**config.mk**
```make
export PLATFORM = sky130hd
export DESIGN_NAME = radix_digit_converter
export DESIGN_NICKNAME = d
export VERILOG_FILES = /design/src/hdl/rdc_pkg.sv /design/src/hdl/rdc_div_slice.sv /design/src/hdl/rdc_digit_stack.sv /design/src/hdl/radix_digit_converter.sv
export SDC_FILE = /design/constraint.sdc
export NUM_CORES = 1
export LEC_CHECK = 0
export ABC_AREA = 0
export BUFFER_PORTS_ARGS = -buffer_cell sky130_fd_sc_hd__buf_2
export CAP_MARGIN = 40
export CORE_MARGIN = 2
export CORE_UTILIZATION = 50
export CTS_BUF_LIST = sky130_fd_sc_hd__clkbuf_8
export DETAILED_ROUTE_END_ITERATION = 7
export PLACE_DENSITY = 0.81
export SLEW_MARGIN = 30
export SYNTH_ARGS = -nofsm -noshare
export SYNTH_HDL_FRONTEND = slang
export SYNTH_HIERARCHICAL = 1
export SYNTH_SLANG_ARGS = --single-unit
```
**constraint.sdc**
```tcl
create_clock -name aclk -period 14.2 [get_ports aclk]
set_input_delay 0.71 -clock aclk [delete_from_list [all_inputs] [get_ports aclk]]
set_output_delay 0.71 -clock aclk [all_outputs]
set_load 0.05 [all_outputs]
```
**src/hdl/rdc_pkg.sv**
```systemverilog
// ---------------------------------------------------------------------------
// Radix digit converter package
// Shared types, constants and helpers for the radix digit converter.
// ---------------------------------------------------------------------------
package rdc_pkg;

    localparam int DIGIT_W     = 4;
    localparam int SLICE_BITS  = 8;

    localparam logic [DIGIT_W-1:0] RADIX_MIN   = 4'd2;
    localparam logic [DIGIT_W-1:0] RADIX_MAX   = 4'd9;
    localparam logic [DIGIT_W-1:0] RADIX_RESET = 4'd8;

    typedef enum logic [1:0] {
        ST_IDLE,
        ST_DIVIDE,
        ST_LOAD,
        ST_OUT
    } rdc_state_t;

    typedef struct packed {
        logic wr_en;
        logic rd_en;
    } rdc_stack_ctl_t;

    function automatic logic [DIGIT_W-1:0] sat_radix(input logic [DIGIT_W-1:0] radix);
        logic [DIGIT_W-1:0] res;
        res = radix;
        if (radix < RADIX_MIN) begin
            res = RADIX_MIN;
        end else if (radix > RADIX_MAX) begin
            res = RADIX_MAX;
        end
        return res;
    endfunction

endpackage

```
**src/hdl/rdc_div_slice.sv**
```systemverilog
// ---------------------------------------------------------------------------
// Radix digit converter division slice
// Divides one byte of the running quotient by the radix, carrying the
// partial remainder in from the more significant bytes.
// ---------------------------------------------------------------------------
module rdc_div_slice (
    input  logic [3:0] rem_in,
    input  logic [7:0] bits_in,
    input  logic [3:0] divisor,
    output logic [3:0] rem_out,
    output logic [7:0] quot_out
);
    import rdc_pkg::*;

    always_comb begin
        logic [DIGIT_W-1:0] r;
        logic [DIGIT_W:0]   t;
        r        = rem_in;
        t        = '0;
        quot_out = '0;
        for (int i = SLICE_BITS - 1; i >= 0; i--) begin
            t = {r, bits_in[i]};
            if (t >= {1'b0, divisor}) begin
                r           = DIGIT_W'(t - {1'b0, divisor});
                quot_out[i] = 1'b1;
            end else begin
                r = t[DIGIT_W-1:0];
            end
        end
        rem_out = r;
    end

endmodule

```
**src/hdl/rdc_digit_stack.sv**
```systemverilog
// ---------------------------------------------------------------------------
// Radix digit converter digit stack
// Single write port, single registered read port digit memory.
// ---------------------------------------------------------------------------
module rdc_digit_stack #(
    parameter int DEPTH = 32
) (
    input  logic                          clk,
    input  rdc_pkg::rdc_stack_ctl_t       ctl,
    input  logic [$clog2(DEPTH)-1:0]      wr_addr,
    input  logic [rdc_pkg::DIGIT_W-1:0]   wr_data,
    input  logic [$clog2(DEPTH)-1:0]      rd_addr,
    output logic [rdc_pkg::DIGIT_W-1:0]   rd_data
);
    import rdc_pkg::*;

    logic [DIGIT_W-1:0] mem [DEPTH];

    always_ff @(posedge clk) begin
        if (ctl.wr_en) begin
            mem[wr_addr] <= wr_data;
        end
    end

    always_ff @(posedge clk) begin
        if (ctl.rd_en) begin
            rd_data <= mem[rd_addr];
        end
    end

endmodule

```
**src/hdl/radix_digit_converter.sv**
```systemverilog
// ---------------------------------------------------------------------------
// Radix digit converter
// Converts an unsigned number into digits of radix two to nine by repeated
// division, most significant digit first, last digit flagged on m_tlast.
// Each digit passes every byte of the quotient, most significant first,
// through the shared byte divider and is pushed onto the digit stack.
// Once all digits are found, the load state reads the top of the stack and
// the digits then follow one per cycle while m_tready is high.
// The next request is taken the cycle after the last digit is delivered.
// Reset is synchronous, active low; radix returns to 8, no stack clearing.
// ---------------------------------------------------------------------------
module radix_digit_converter #(
    parameter int VALUE_WIDTH = 32,
    parameter int STACK_DEPTH = 32
) (
    input  logic                                 aclk,
    input  logic                                 aresetn,
    input  logic                                 s_tvalid,
    output logic                                 s_tready,
    input  logic [((VALUE_WIDTH+7)/8)*8-1:0]     s_tdata,   // value
    input  logic                                 cfg_valid,
    output logic                                 cfg_ready,
    input  logic [3:0]                           cfg_data,  // radix
    output logic                                 m_tvalid,
    input  logic                                 m_tready,
    output logic [7:0]                           m_tdata,   // digit
    output logic                                 m_tlast
);
    import rdc_pkg::*;

    localparam int SLICES = (VALUE_WIDTH + SLICE_BITS - 1) / SLICE_BITS;
    localparam int QW     = SLICES * SLICE_BITS;
    localparam int SCW    = (SLICES > 1) ? $clog2(SLICES) : 1;
    localparam int AW     = $clog2(STACK_DEPTH);
    localparam int FW     = $clog2(STACK_DEPTH + 1);

    rdc_state_t         state_reg, state_next;
    logic [DIGIT_W-1:0] radix_reg, radix_next;
    logic [DIGIT_W-1:0] div_reg, div_next;
    logic [QW-1:0]      quot_reg, quot_next;
    logic [DIGIT_W-1:0] rem_reg, rem_next;
    logic               nz_reg, nz_next;
    logic [SCW-1:0]     slice_reg, slice_next;
    logic [FW-1:0]      fill_reg, fill_next;

    logic [DIGIT_W-1:0]    rem_step;
    logic [SLICE_BITS-1:0] qbits;
    logic [FW-1:0]         fill_minus;
    logic [DIGIT_W-1:0]    rd_data;
    rdc_stack_ctl_t        stack_ctl;

    assign fill_minus = fill_reg - 1'b1;

    rdc_div_slice u_div (
        .rem_in   (rem_reg),
        .bits_in  (quot_reg[QW-1 -: SLICE_BITS]),
        .divisor  (div_reg),
        .rem_out  (rem_step),
        .quot_out (qbits)
    );

    rdc_digit_stack #(
        .DEPTH (STACK_DEPTH)
    ) u_stack (
        .clk     (aclk),
        .ctl     (stack_ctl),
        .wr_addr (fill_reg[AW-1:0]),
        .wr_data (rem_step),
        .rd_addr (fill_minus[AW-1:0]),
        .rd_data (rd_data)
    );

    always_ff @(posedge aclk) begin
        if (!aresetn) begin
            state_reg <= ST_IDLE;
            radix_reg <= RADIX_RESET;
            quot_reg  <= '0;
            rem_reg   <= '0;
            nz_reg    <= 1'b0;
            slice_reg <= '0;
            fill_reg  <= '0;
        end else begin
            state_reg <= state_next;
            radix_reg <= radix_next;
            quot_reg  <= quot_next;
            rem_reg   <= rem_next;
            nz_reg    <= nz_next;
            slice_reg <= slice_next;
            fill_reg  <= fill_next;
        end
    end

    always_ff @(posedge aclk) begin
        div_reg <= div_next;
    end

    always_comb begin
        state_next = state_reg;
        radix_next = radix_reg;
        div_next   = div_reg;
        quot_next  = quot_reg;
        rem_next   = rem_reg;
        nz_next    = nz_reg;
        slice_next = slice_reg;
        fill_next  = fill_reg;
        stack_ctl  = '0;
        s_tready   = 1'b0;
        m_tvalid   = 1'b0;
        cfg_ready  = aresetn;

        if (cfg_valid) begin
            radix_next = cfg_data;
        end

        unique case (state_reg)
            ST_IDLE: begin
                s_tready = aresetn;
                if (s_tvalid) begin
                    quot_next  = QW'(s_tdata[VALUE_WIDTH-1:0]);
                    rem_next   = '0;
                    nz_next    = 1'b0;
                    slice_next = '0;
                    fill_next  = '0;
                    div_next   = sat_radix(radix_reg);
                    state_next = ST_DIVIDE;
                end
            end
            ST_DIVIDE: begin
                quot_next  = (quot_reg << SLICE_BITS) | QW'(qbits);
                rem_next   = rem_step;
                nz_next    = nz_reg | (|qbits);
                slice_next = slice_reg + 1'b1;
                if (slice_reg == SCW'(SLICES - 1)) begin
                    stack_ctl.wr_en = 1'b1;
                    fill_next       = fill_reg + 1'b1;
                    rem_next        = '0;
                    nz_next         = 1'b0;
                    slice_next      = '0;
                    if (!((nz_reg | (|qbits)) && (fill_reg != FW'(STACK_DEPTH - 1)))) begin
                        state_next = ST_LOAD;
                    end
                end
            end
            ST_LOAD: begin
                stack_ctl.rd_en = 1'b1;
                fill_next       = fill_minus;
                state_next      = ST_OUT;
            end
            ST_OUT: begin
                m_tvalid = 1'b1;
                if (m_tready) begin
                    if (fill_reg == '0) begin
                        state_next = ST_IDLE;
                    end else begin
                        stack_ctl.rd_en = 1'b1;
                        fill_next       = fill_minus;
                    end
                end
            end
            default: begin
                state_next = ST_IDLE;
            end
        endcase
    end

    assign m_tdata = {{(8 - DIGIT_W){1'b0}}, rd_data};
    assign m_tlast = (fill_reg == '0);

    a_busy_after_request: assert property (@(posedge aclk) disable iff (!aresetn)
        (s_tvalid && s_tready) |=> !s_tready)
        else $error("new request taken while a conversion is in progress");

    a_digit_below_radix: assert property (@(posedge aclk) disable iff (!aresetn)
        m_tvalid |-> (rd_data < div_reg))
        else $error("output digit not below the radix");

    a_fill_bound: assert property (@(posedge aclk) disable iff (!aresetn)
        fill_reg <= FW'(STACK_DEPTH))
        else $error("digit stack overfilled");

    a_idle_after_last: assert property (@(posedge aclk) disable iff (!aresetn)
        (m_tvalid && m_tready && m_tlast) |=> (s_tready && !m_tvalid))
        else $error("converter not idle after the last digit");

endmodule

```
==> flow_metrics.env <==
export IMPL_synth_area_per_cell_um2=13.0
export IMPL_hold_violations=0
export IMPL_fin_crit_sh=0.947
export IMPL_htree_num_levels=4
export IMPL_slew_violations=0
export IMPL_core_mm2=0.0195
export IMPL_antenna_found_initial=0
export IMPL_die_w_um=145
export IMPL_yosys_warnings=6
export IMPL_max_stage_delay_ps=450
export IMPL_port_buffers=48
export IMPL_synthToLayoutAreaGrowth_pct=9.81
export IMPL_route_detailed_drc=0
export IMPL_maxCapViolations=0
export IMPL_floorplan_initialDensity=0.510
export IMPL_clockBufferDepth=2
export IMPL_max_slew_margin=0.469
export IMPL_layout_drive_gt1_share=0.224
export IMPL_hold_buffers=0
export IMPL_worstSetupPathType="reg -> reg"
export IMPL_vias_per_cell=5.88
export IMPL_setup_violations=0
export IMPL_grt_max_degree=65
export IMPL_cp_required_ps=14570
export IMPL_wirelength_mm=21.3
export IMPL_ff2ff_path_depth=65
export IMPL_grt_use_met3=0.0396
export IMPL_postSynthCellCount=766
export IMPL_grt_pass1_wl_mm=33.8
export IMPL_most_common_layout_cells="edfxtp_1, nand2_1, dfxtp_1, nor2_1, buf_2"
export IMPL_layout_commonest_cell="edfxtp_1"
export IMPL_ys_ff_latch=187
export IMPL_root_buffer="clkbuf_8"
export IMPL_grt_pass1_vias=6360
export IMPL_crit_path_end_kind="flip-flop"
export IMPL_yosysSeqAreaShare=0.512
export IMPL_io_pins=53
export IMPL_vias=6404
export IMPL_die_y_um=145
export IMPL_hp_class="in -> reg"
export IMPL_fin_worst_skew_ps=23.2
export IMPL_utilization=0.560
export IMPL_cts_tree="done"
export IMPL_place_congestion=0.849
export IMPL_drt_iter0_drc=570
export IMPL_numCtsBuffers=17
export IMPL_clock_latency_ps=490
export IMPL_finalNetCount=900
export IMPL_status="complete, no violations"
export IMPL_rows=51
export IMPL_cp_num_cells=65
export IMPL_path_max_fanout=9
export IMPL_synth_main_ff_cell="edfxtp_1"
export IMPL_grt_busiest_layer="met2"
export IMPL_synth_cell_type_count=81
export IMPL_cts_sinks=187
export IMPL_diodes=0
export IMPL_dieArea_mm2=0.0211
export IMPL_synthArstFlopShare=0
export IMPL_critPathSlowestCell="dfxtp_1"
export IMPL_wl_per_cell_um=19.5
export IMPL_crit_top_cell="a21o_1"
export IMPL_largest_reg_flops=128
export IMPL_cp_buffers_inverters=6
export IMPL_grt_util_all_layers=0.204
export IMPL_use_met2=0.350
export IMPL_worstPathArrival_ps=13810
export IMPL_cts_clk_slew_worst_paths_ps=110
export IMPL_tightest_slew_ps=796
export IMPL_min_period_ps=13440
export IMPL_hold_path_depth=3
export IMPL_critical_path_top_delay_family="compound AO/OA/AOI/OAI gates"
export IMPL_grtUsageMet1=0.259
export IMPL_max_freq_mhz=74.4
export IMPL_synth_area_mm2=0.00996
export IMPL_synth_edff_count=136
export IMPL_grt_ovfl_total=0
export IMPL_dr_pass1_iters=5
export IMPL_start_kind="flip-flop"
export IMPL_place_hpwl_mm=15.0
export IMPL_detail_route_antenna_nets=0
[worst paths after layout]
kind | start | endpoint | slack (ps)
worst max-delay path | quot_reg[31]$_SDFFE_PN0P_ | state_reg[0]$_SDFFE_PN0P_ | 760
worst min register to register | quot_reg[27]$_SDFFE_PN0P_ | quot_reg[27]$_SDFFE_PN0P_ | 510
worst max register to register | quot_reg[31]$_SDFFE_PN0P_ | state_reg[0]$_SDFFE_PN0P_ | 760
worst min-delay path | cfg_data[3] | radix_reg[3]$_SDFFE_PN1P_ | 460
[stage by stage]
step           std cells  instance area (um^2)  setup TNS (ps)  hold slack [ps]  setup WS, ps
6_report            1090                 10900               0              456           756
5_1_grt             1090                 10900           -66.6              445         -66.6
3_3_place_gp        1052                 10400               0              479           617
4_1_cts             1086                 10900               0              427           111
2_1_floorplan        769                  9970               0              472           687
3_5_place_dp        1054                 10400               0              487           167
[cell usage after synthesis, types with 16 or more instances]
library cell	number	area share
nand2_1	63	0.024
ha_1	39	0.049
edfxtp_1	136	0.41
o21ai_0	16	0.0080
o211a_1	32	0.032
a21oi_1	17	0.0085
dfxtp_1	51	0.10
mux2i_1	46	0.046
nor2_1	49	0.018
mux4_2	40	0.090
clkbuf_1	16	0.0060
inv_1	39	0.015
[routing by layer]
| layer | wire length [um] | vias up |
|---|---|---|
| li1 | - | 2987 |
| met1 | 8900 | 3170 |
| met2 | 10700 | 209 |
| met3 | 1170 | 38 |
| met4 | 452 | 0 |
| met5 | 0 | - |
[area by class of cell]
type	count	area (um^2)
well taps	265	332
flip-flops and latches	187	5100
clock buffers	17	234
clock inverters	15	190
multi-input cells	499	4530
inverters	42	168
repair buffers	65	385
fillers	1556	8590
[worst min-delay path, stage by stage]
cell and delay (ps):
buf_2 80, mux2i_1 50, nand2_1 50
[what timing repair did]
item	4_1_cts	5_1_grt
setup buffers	0	3
gates resized for setup	0	10
setup endpoints to repair	0	136
[cells by family (layout without fill, tap and decap cells)]
group           after synthesis  in the layout  synth area share
buf+inv                      83            139            0.0412
compound gates              137            137             0.112
flops                       187            187             0.512
mux                         100            100             0.155
fa+ha+maj                    47             47            0.0651
xor+xnor                     18             18            0.0158
simple gates                193            193            0.0986
other cells                   1              4          0.000376
Power is not shown: default switching activity piles up to over one toggle a cycle in this logic, so the estimate is an artifact.
